===== src/ir_frame_pulse_encoder_top_assert.svh =====
// Assertion macros for the IR frame encoder
`ifndef IR_FRAME_PULSE_ENCODER_TOP_ASSERT_SVH
`define IR_FRAME_PULSE_ENCODER_TOP_ASSERT_SVH

`ifndef SYNTHESIS
`define IFPE_ASSERT_SAME(lbl, clk, rstn, ante, cons) \
  lbl: assert property (@(posedge clk) disable iff (!(rstn)) (ante) |-> (cons)) \
    else $error("ifpe assertion failed");
`define IFPE_ASSERT_NEXT(lbl, clk, rstn, ante, cons) \
  lbl: assert property (@(posedge clk) disable iff (!(rstn)) (ante) |=> (cons)) \
    else $error("ifpe assertion failed");
`else
`define IFPE_ASSERT_SAME(lbl, clk, rstn, ante, cons)
`define IFPE_ASSERT_NEXT(lbl, clk, rstn, ante, cons)
`endif

`endif


===== src/ifpe_pkg.sv =====
package ifpe_pkg;

  localparam int FRAME_BITS = 16;
  localparam int FIELD_W    = 5;
  localparam int DUR_W      = 16;
  localparam int SEG_W      = 6;
  localparam logic [SEG_W-1:0] SEG_LAST = SEG_W'(2 * FRAME_BITS);

  localparam logic [DUR_W-1:0] LONG_RST  = 16'd1600;
  localparam logic [DUR_W-1:0] SHORT_RST = 16'd800;
  localparam logic [DUR_W-1:0] GAP_RST   = 16'd3000;

  typedef enum logic [1:0] {
    REG_LONG  = 2'd0,
    REG_SHORT = 2'd1,
    REG_GAP   = 2'd2
  } reg_idx_t;

  typedef struct packed {
    logic [DUR_W-1:0] long_us;
    logic [DUR_W-1:0] short_us;
    logic [DUR_W-1:0] gap_us;
  } timing_t;

  typedef struct packed {
    logic                  valid;
    logic [FRAME_BITS-1:0] frame;
  } frame_beat_t;

endpackage


===== src/ifpe_front.sv =====
module ifpe_front (
  input  logic                         clk,
  input  logic                         rst_n,
  input  logic                         in_tvalid,
  output logic                         in_tready,
  input  logic [ifpe_pkg::FIELD_W-1:0] target,
  input  logic [ifpe_pkg::FIELD_W-1:0] payload,
  output ifpe_pkg::frame_beat_t        head,
  input  logic                         pop
);

  logic [ifpe_pkg::FRAME_BITS-1:0] q_mem_r [2];
  logic       wr_ptr_r, wr_ptr_nxt;
  logic       rd_ptr_r, rd_ptr_nxt;
  logic [1:0] count_r, count_nxt;
  logic       push;
  logic [ifpe_pkg::FRAME_BITS-1:0] frame;

  // start bit, target, payload, check
  assign frame = {1'b1, target, payload, target ^ payload};

  assign in_tready  = (count_r != 2'd2);
  assign push       = in_tvalid && in_tready;
  assign head.valid = (count_r != 2'd0);
  assign head.frame = q_mem_r[rd_ptr_r];

  always_comb begin
    wr_ptr_nxt = push ? ~wr_ptr_r : wr_ptr_r;
    rd_ptr_nxt = pop ? ~rd_ptr_r : rd_ptr_r;
    count_nxt  = count_r + 2'(push) - 2'(pop);
  end

  always_ff @(posedge clk) begin
    if (!rst_n) begin
      wr_ptr_r <= 1'b0;
      rd_ptr_r <= 1'b0;
      count_r  <= 2'd0;
    end else begin
      wr_ptr_r <= wr_ptr_nxt;
      rd_ptr_r <= rd_ptr_nxt;
      count_r  <= count_nxt;
    end
  end

  always_ff @(posedge clk) begin
    if (push) begin
      q_mem_r[wr_ptr_r] <= frame;
    end
  end

`include "ir_frame_pulse_encoder_top_assert.svh"
  `IFPE_ASSERT_SAME(a_pop_nonempty, clk, rst_n, pop, count_r != 2'd0)
  `IFPE_ASSERT_SAME(a_count_range, clk, rst_n, 1'b1, count_r != 2'd3)

endmodule


===== src/ifpe_back.sv =====
module ifpe_back (
  input  logic                       clk,
  input  logic                       rst_n,
  input  ifpe_pkg::timing_t          timing,
  input  ifpe_pkg::frame_beat_t      head,
  output logic                       pop,
  output logic                       out_tvalid,
  input  logic                       out_tready,
  output logic                       level,
  output logic [ifpe_pkg::DUR_W-1:0] duration_us,
  output logic                       last
);

  logic                              busy_r, busy_nxt;
  logic [ifpe_pkg::SEG_W-1:0]        seg_r, seg_nxt;
  logic [ifpe_pkg::FRAME_BITS-1:0]   frame_r, frame_nxt;
  logic                              out_valid_r, out_valid_nxt;
  logic                              level_r, level_nxt;
  logic [ifpe_pkg::DUR_W-1:0]        dur_r, dur_nxt;
  logic                              last_r, last_nxt;
  logic                              emit, last_seg, half, bit_now;

  assign last_seg = (seg_r == ifpe_pkg::SEG_LAST);
  assign half     = seg_r[0];
  assign bit_now  = frame_r[ifpe_pkg::FRAME_BITS-1];
  assign emit     = busy_r && (!out_valid_r || out_tready);
  assign pop      = head.valid && (!busy_r || (emit && last_seg));

  always_comb begin
    busy_nxt      = busy_r;
    seg_nxt       = seg_r;
    frame_nxt     = frame_r;
    out_valid_nxt = out_valid_r && !out_tready;
    level_nxt     = level_r;
    dur_nxt       = dur_r;
    last_nxt      = last_r;
    if (emit) begin
      out_valid_nxt = 1'b1;
      if (last_seg) begin
        level_nxt = 1'b0;
        dur_nxt   = timing.gap_us;
        last_nxt  = 1'b1;
        busy_nxt  = 1'b0;
      end else begin
        level_nxt = !half;
        dur_nxt   = (bit_now ^ half) ? timing.long_us : timing.short_us;
        last_nxt  = 1'b0;
        seg_nxt   = seg_r + ifpe_pkg::SEG_W'(1);
        if (half) begin
          frame_nxt = {frame_r[ifpe_pkg::FRAME_BITS-2:0], 1'b0};
        end
      end
    end
    if (pop) begin
      busy_nxt  = 1'b1;
      seg_nxt   = '0;
      frame_nxt = head.frame;
    end
  end

  always_ff @(posedge clk) begin
    if (!rst_n) begin
      busy_r      <= 1'b0;
      seg_r       <= '0;
      out_valid_r <= 1'b0;
    end else begin
      busy_r      <= busy_nxt;
      seg_r       <= seg_nxt;
      out_valid_r <= out_valid_nxt;
    end
  end

  always_ff @(posedge clk) begin
    frame_r <= frame_nxt;
    level_r <= level_nxt;
    dur_r   <= dur_nxt;
    last_r  <= last_nxt;
  end

  assign out_tvalid  = out_valid_r;
  assign level       = level_r;
  assign duration_us = dur_r;
  assign last        = last_r;

`include "ir_frame_pulse_encoder_top_assert.svh"
  `IFPE_ASSERT_SAME(a_seg_range, clk, rst_n, busy_r, seg_r <= ifpe_pkg::SEG_LAST)
  `IFPE_ASSERT_SAME(a_last_low, clk, rst_n, out_valid_r && last_r, !level_r)
  `IFPE_ASSERT_NEXT(a_gap_ends, clk, rst_n, emit && last_seg && !head.valid,
                    !busy_r && out_valid_r && last_r)

endmodule


===== src/ir_frame_pulse_encoder_top.sv =====
// channel | dir | handshake             | payload
// in_     | in  | in_tvalid/in_tready   | in_tdata: target[4:0], payload[9:5]
// out_    | out | out_tvalid/out_tready | out_tdata: level[0], duration_us[16:1]; out_tlast
// cfg_    | in  | psel/penable, pready  | long 0x0, short 0x4, gap 0x8
// Each frame gives 33 beats, one per cycle while out_tready is high, set by the segment
// sequencer in the back end.
// A two-frame queue sits between front and back, so input beats are taken while a
// frame is still being sent. Synchronous active-low reset restores the default timing.
// An output stall holds the current beat and freezes the sequencer.
module ir_frame_pulse_encoder_top (
  input  logic        clk,
  input  logic        rst_n,
  input  logic        in_tvalid,
  output logic        in_tready,
  input  logic [15:0] in_tdata,   // target[4:0], payload[9:5], zero pad
  output logic        out_tvalid,
  input  logic        out_tready,
  output logic [23:0] out_tdata,  // level[0], duration_us[16:1], zero pad
  output logic        out_tlast,
  input  logic        cfg_psel,
  input  logic        cfg_penable,
  input  logic        cfg_pwrite,
  input  logic [3:0]  cfg_paddr,
  input  logic [31:0] cfg_pwdata,
  output logic [31:0] cfg_prdata,
  output logic        cfg_pready
);

  ifpe_pkg::timing_t     timing_r, timing_nxt;
  ifpe_pkg::frame_beat_t head;
  ifpe_pkg::reg_idx_t    idx;
  logic                  pop;
  logic                  wr_en;
  logic                  level;
  logic [15:0]           duration_us;

  assign cfg_pready = 1'b1;
  assign wr_en      = cfg_psel && cfg_penable && cfg_pwrite;
  assign idx        = ifpe_pkg::reg_idx_t'(cfg_paddr[3:2]);

  always_comb begin
    timing_nxt = timing_r;
    cfg_prdata = '0;
    unique case (idx)
      ifpe_pkg::REG_LONG: begin
        cfg_prdata = {16'd0, timing_r.long_us};
        if (wr_en) timing_nxt.long_us = cfg_pwdata[15:0];
      end
      ifpe_pkg::REG_SHORT: begin
        cfg_prdata = {16'd0, timing_r.short_us};
        if (wr_en) timing_nxt.short_us = cfg_pwdata[15:0];
      end
      ifpe_pkg::REG_GAP: begin
        cfg_prdata = {16'd0, timing_r.gap_us};
        if (wr_en) timing_nxt.gap_us = cfg_pwdata[15:0];
      end
      default: cfg_prdata = '0;
    endcase
  end

  always_ff @(posedge clk) begin
    if (!rst_n) begin
      timing_r.long_us  <= ifpe_pkg::LONG_RST;
      timing_r.short_us <= ifpe_pkg::SHORT_RST;
      timing_r.gap_us   <= ifpe_pkg::GAP_RST;
    end else begin
      timing_r <= timing_nxt;
    end
  end

  ifpe_front u_front (
    .clk       (clk),
    .rst_n     (rst_n),
    .in_tvalid (in_tvalid),
    .in_tready (in_tready),
    .target    (in_tdata[4:0]),
    .payload   (in_tdata[9:5]),
    .head      (head),
    .pop       (pop)
  );

  ifpe_back u_back (
    .clk         (clk),
    .rst_n       (rst_n),
    .timing      (timing_r),
    .head        (head),
    .pop         (pop),
    .out_tvalid  (out_tvalid),
    .out_tready  (out_tready),
    .level       (level),
    .duration_us (duration_us),
    .last        (out_tlast)
  );

  assign out_tdata = {7'd0, duration_us, level};

endmodule


===== config.mk =====
export PLATFORM = sky130hd
export DESIGN_NAME = ir_frame_pulse_encoder_top
export DESIGN_NICKNAME = d
export VERILOG_FILES = /design/src/ifpe_pkg.sv /design/src/ifpe_front.sv /design/src/ifpe_back.sv /design/src/ir_frame_pulse_encoder_top.sv
export VERILOG_INCLUDE_DIRS = /design/src /design/src/src
export SDC_FILE = /design/constraint.sdc
export NUM_CORES = 1
export LEC_CHECK = 0
export ABC_CLOCK_PERIOD_IN_PS = 2900
export BUFFER_PORTS_ARGS = -buffer_cell sky130_fd_sc_hd__buf_2
export CAP_MARGIN = 0
export CORE_MARGIN = 4
export CORE_UTILIZATION = 45
export CTS_BUF_LIST = sky130_fd_sc_hd__clkbuf_16
export DETAILED_ROUTE_END_ITERATION = 7
export GPL_TIMING_DRIVEN = 0
export MAX_ROUTING_LAYER = met4
export PLACE_DENSITY = 0.68
export SLEW_MARGIN = 20
export SYNTH_ARGS = -nofsm -noshare
export SYNTH_HDL_FRONTEND = slang
export SYNTH_SLANG_ARGS = --single-unit

===== constraint.sdc =====
create_clock -name clk -period 2.9 [get_ports clk]
set_clock_uncertainty 0.05 [all_clocks]
set_input_delay 0.435 -clock clk [delete_from_list [all_inputs] [get_ports clk]]
set_output_delay 0.435 -clock clk [all_outputs]
set_load 0.005 [all_outputs]

==> After elaboration in Yosys (flattened, before gate mapping) <==
Memories as Yosys holds them, arrays and structs flattened. A register that Yosys moved wholly into a read port is not among the register bits.
Cells that the tools add are included.
W data, S select, Z words.
{ "word_totals": {"reg_bits": 94, "ramBits": 30, "input_bits": 59, "out_inout_bits": 60, "word_cells": 69, "memories": 1} }
{ "classes": {"addsub": 3, "n_eq_ne": 5, "mux": 16, "n_bitwise": 6, "reduce_logical": 25} }
{ "memory_table": {"columns": ["name", "depth", "word_bits", "read_ports", "rd_ports_with_merged_regs", "write_ports", "line", "rtl"], "rows": [
  ["u_front.q_mem_r", 2, 15, 1, 1, 1, "ifpe_front.sv:12", "logic [ifpe_pkg::FRAME_BITS-1:0] q_mem_r [2];"]
]} }
{ "ops": {"columns": ["op", "count"], "rows": [
  ["$mux W16", 6],
  ["$pmux W16 S3", 1],
  ["$reduce_and A2 Y1", 5],
  ["$mux W1", 9],
  ["$reduce_bool A2 Y1", 4],
  ["$logic_and A1 B1 Y1", 7],
  ["$add A6 B1 Y6 const B", 1],
  ["$eq A6 B6 Y1 const B", 1],
  ["$xor A5 B5 Y5", 1],
  ["$logic_not A1 Y1", 4],
  ["$ne A2 B2 Y1 const B", 2],
  ["$not A1 Y1", 4],
  ["$reduce_and A3 Y1", 1],
  ["$add A2 B1 Y2", 1],
  ["$eq A2 B1 Y1 const B", 1],
  ["$eq A2 B2 Y1 const B", 1],
  ["$logic_not A2 Y1", 1],
  ["$logic_or A1 B1 Y1", 2],
  ["$reduce_or A2 Y1", 1],
  ["$sub A2 B1 Y2", 1],
  ["$xor A1 B1 Y1", 1]
]} }

==> Longest topological paths before layout <==
{ "logic_depth": {"word_depth": 8, "ltp_mapped": 13, "ltp_nobuf": 11} }

==> Modules after synthesis <==
From an unflattened synthesis, not the netlist that was laid out.
{ "hier_totals": {"cells_unflattened": 514, "area_unflattened_um2": 5848.1} }
{ "by_module_without_submodules": {"columns": ["module", "instances", "cells_each", "area_each_um2", "seq_area_each_um2"], "rows": [
  ["ir_frame_pulse_encoder_top", 1, 274, 2401.1, 960.9],
  ["ifpe_back", 1, 158, 2043.2, 1181.1],
  ["ifpe_front", 1, 82, 1403.8, 1001.0]
]} }

==> Worst setup path after synthesis <==
OpenSTA, ideal clock, no wires.
{ "synth_path": {"kind": "flip-flop to flip-flop", "start": "reg u_back.seg_r[0] (netlist name)", "end": "reg u_front.count_r[1]", "setup_time_ps": 128, "t_arrival_ps": 2197, "required_time_ps": 2722, "path_slack_ps": 525, "path_stages_with_launch": 14, "path_buffers": 2, "period_less_slack_ps": 2375, "path_cell_list": "dfxtp_1 > clkbuf_2 > inv_1 > ha_1 > nand2b_1 > o31a_1 > nor2_2 > buf_4 > ha_1 > inv_1 > ha_1 > xor2_1 > xnor2_1 > nor2_1"} }
{ "synth_between": {"elab_chain_cells": 5} }
{ "synth_lines": {"columns": ["element", "line", "rtl"], "rows": [
  ["start: declaration", "ifpe_back.sv:15", "logic [ifpe_pkg::SEG_W-1:0] seg_r, seg_nxt;"],
  ["start signal: assignment", "ifpe_back.sv:68", "seg_r <= seg_nxt;"],
  ["$eq A6 B6 Y1", "ifpe_back.sv:23", "assign last_seg = (seg_r == ifpe_pkg::SEG_LAST);"],
  ["$logic_and A1 B1 Y1", "ifpe_back.sv:27", "assign pop = head.valid && (!busy_r || (emit && last_seg));"],
  ["$logic_or A1 B1 Y1", "ifpe_back.sv:27", null],
  ["$logic_and A1 B1 Y1", "ifpe_back.sv:27", null],
  ["$sub A2 B1 Y2", "ifpe_front.sv:30", "count_nxt = count_r + 2'(push) - 2'(pop);"],
  ["end signal: assignment", "ifpe_front.sv:41", "count_r <= count_nxt;"],
  ["end: declaration", "ifpe_front.sv:15", "logic [1:0] count_r, count_nxt;"]
]} }
Every way passes these cells.
A chain may end at the register's enable or synchronous reset.

==> Worst setup path after layout <==
Ends and elaborated chain as after synthesis.

==> impl_metrics.env <==
export IMPL_status="finished clean"
export IMPL_gp_congestion=0.876
export IMPL_critPathCaptureType="flop"
export IMPL_wirelength_mm=13.2
export IMPL_synth_compound_area_frac=0.102
export IMPL_slowest_stage="dfxtp_1"
export IMPL_dr_pass1_iters=5
export IMPL_antenna_found_initial=1
export IMPL_slew_viol_final=0
export IMPL_cts_sinks=125
export IMPL_power_static_leakage_nw=2.72
export IMPL_async_flop_share=0
export IMPL_synthDistinctLibCells=41
export IMPL_crit_fanout=10
export IMPL_yosys_area_share_adder=0.00908
export IMPL_synth_top_family_by_area="simple AND/OR/NAND/NOR gates"
export IMPL_placedCellCount=784
export IMPL_ys_seq_elements=125
export IMPL_synthXorXnorAreaFrac=0.0220
export IMPL_worst_pin_slew_ns=0.800
export IMPL_die_h_um=119
export IMPL_max_freq_ghz=0.374
export IMPL_stdcell_count=817
export IMPL_grt_pass1_vias=4393
export IMPL_worstSetupEndpoint="u_front.count_r[1]"
export IMPL_avgSynthCellArea_um2=10.1
export IMPL_postRouteAntennaNets=0
export IMPL_hold_viol_final=0
export IMPL_synth_top_cell_area_share=0.349
export IMPL_area_delta_synth_final_pct=22.8
export IMPL_timing_rr_end="u_front.count_r[1]"
export IMPL_initial_core_util=0.459
export IMPL_drcViolationCount=0
export IMPL_synth_seq_area_share=0.571
export IMPL_root_buffer="clkbuf_16"
export IMPL_startpoint="u_back.seg_r[0]"
export IMPL_vdd_ir_drop_max_v=0.000562
export IMPL_synth_edf_count=64
export IMPL_critPathRequiredTime_ns=3.14
export IMPL_p_per_area_nw_per_um2=858
export IMPL_min_period_ns=2.67
export IMPL_max_cap_viol_count=0
export IMPL_syn_cell_area_um2=5510
export IMPL_viasPerCell=5.27
export IMPL_n_fill_cell=1030
export IMPL_clock_latency_ns=0.42
export IMPL_fp_coreArea_um2=12000
export IMPL_grt_setup_unrepaired="no"
export IMPL_worstSetupPathType="flop to flop"
export IMPL_yosysTopAreaCell="edfxtp_1"
export IMPL_cp_common_cell="ha_1"
export IMPL_clkTransAtPathRegs_ns=0.06
export IMPL_rr_startpoint="u_back.seg_r[0]"
export IMPL_grt_pass1_wl_mm=21.3
export IMPL_synth_area_leaders="edfxtp_1 35%, dfxtp_1 22%, mux2i_1 8.7%, nand2_1 7.6%, a21oi_1 4.8%"
export IMPL_placementRows=40
export IMPL_hold_path_class="input pin to flop"
export IMPL_final_cell_mix="112 x nand2_1, 74 x buf_2, 64 x edfxtp_1"
export IMPL_final_common_cell="nand2_1"
export IMPL_grt_max_degree=17
export IMPL_post_place_ws_ns=0.149
export IMPL_worstRegToRegCells=13
export IMPL_die_width_um=119
export IMPL_finalSetupTns_ns=0
export IMPL_cts_max_level=4
export IMPL_r2r_slack_ns=0.23
export IMPL_post_drt_wl_per_cell_um=16.1
export IMPL_synthSimpleGateAreaFrac=0.143
export IMPL_synthCells=544
export IMPL_cp_cell_sequence="clkbuf_2 -> inv_1 -> ha_1 -> nand2b_1 -> o31a_1 -> nor2_4 -> buf_4 -> ha_1 -> inv_1 -> ha_1 -> xor2_1 -> xnor2_1 -> nor2_1"
export IMPL_max_slew_margin=0.467
export IMPL_synth_yosys_warnings=0
export IMPL_dieArea_um2=14100
export IMPL_fin_ws_ns=0.226
export IMPL_synthFlopType="edfxtp_1"
export IMPL_cts_tree="done"
export IMPL_grt_usage=0.199
export IMPL_cp_arrival_ns=2.91
export IMPL_synthMuxAreaShare=0.0872
export IMPL_setup_viol=0
export IMPL_vias=4302
export IMPL_critPathLaunchType="flop"
export IMPL_utilization=0.563
export IMPL_grt_overflow=0
export IMPL_dpl_hpwl_mm=9.08
export IMPL_nNetsFinal=719
export IMPL_cts_buffers_inserted=17
export IMPL_port_buffers=69
export IMPL_cts_buffer_depth=2
export IMPL_slowest_delay_ns=0.33
export IMPL_drive_gt1_frac=0.221
export IMPL_ios=119
export IMPL_drt_iter0_markers=343
export IMPL_finalCritPeriodShare=0.922
[layout make-up]
cell class,instances,area (um^2),area share
flip-flops and latches,125,3140,0.464
multi-input cells,375,2110,0.312
clock buffers,17,425,0.0629
repair buffers,71,368,0.0544
plain buffers,58,328,0.0484
well taps,147,184,0.0272
clock inverters,15,175,0.0259
inverters,8,30.0,0.00444
diodes,1,2.50,0.000370
[state kept, by name, summed over array words and instances (netlist names), named ones only]
register            flops
timing_r               48
u_back.busy_r           1
u_back.duration_us     16
u_back.frame_r         16
u_back.last             1
u_back.level            1
u_back.out_tvalid       1
u_back.seg_r            6
u_front.count_r         2
u_front.q_mem_r        30
u_front.rd_ptr_r        1
u_front.wr_ptr_r        1
[how the worst min path moves through the flow]
stage / end / start / slack (ns) / depth (start not counted)
final: u_front.q_mem_r[0][12] / in_tdata[2] / 0.17 / 1
after global routing: u_front.q_mem_r[0][8] / in_tdata[8] / 0.16 / 1
after floorplan: timing_r[35] / timing_r[35] / 0.40 / 2
after CTS: u_front.q_mem_r[0][12] / in_tdata[2] / 0.16 / 1
after global placement: timing_r[29] / timing_r[29] / 0.41 / 2
after detailed placement: timing_r[19] / timing_r[19] / 0.41 / 2
[per-stage QoR]
stage	total power, mW	hold WS, ns	instance area (um^2)
final	5.80	0.175	6770
after CTS	5.82	0.164	6760
after detailed placement	3.69	0.413	6150
after global placement	3.62	0.407	6120
after floorplan	3.28	0.398	5590
after global routing	6.07	0.164	6770
[synthesized netlist by cell type, types with 3 or more instances]
master,number
edfxtp_1,64
mux2i_1,48
nand2_1,112
xor2_1,7
ha_1,4
buf_4,27
nor2b_1,3
clkbuf_1,21
o21ai_0,47
inv_1,7
nor3_1,5
xnor2_1,5
a21oi_1,53
buf_1,3
dfxtp_1,61
nor2_1,13
nand3_1,28
buf_2,5
[worst max-delay path, delay by kind of cell, from the launching register on]
family	cells	cell delay (ns)
simple gates	3	0.32
compound gates	1	0.33
buf+inv	4	0.58
fa+ha+maj	3	0.64
xor+xnor	2	0.30
flops	1	0.33
[routing by layer]
layer / vias to the layer above / global-route usage / part of all wire / wire length, um
met5: - / - / 0 / 0
met4: 0 / 0.101 / 0.025 / 327
met3: 32 / 0.0512 / 0.068 / 896
met2: 160 / 0.319 / 0.49 / 6480
met1: 2037 / 0.231 / 0.42 / 5470
li1: 2073 / - / - / -
[kinds of logic after synthesis]
family / after synthesis
flops: 125
xor+xnor: 13
mux: 48
buf+inv: 66
fa+ha+maj: 4
other cells: 2
simple gates: 179
compound gates: 107
[repair_timing]
item / in CTS / in global routing
endpoints found under the setup margin: 0 / 1
gates resized for setup: 0 / 1
setup buffers: 0 / 0
hold buffers: 0 / 0
[power breakdown]
group          internal [mW]  switching [mW]
logic                  0.521           0.779
clock network           1.35           0.791
registers               2.27          0.0914
No activity file was read; power rests on OpenSTA's default activity.
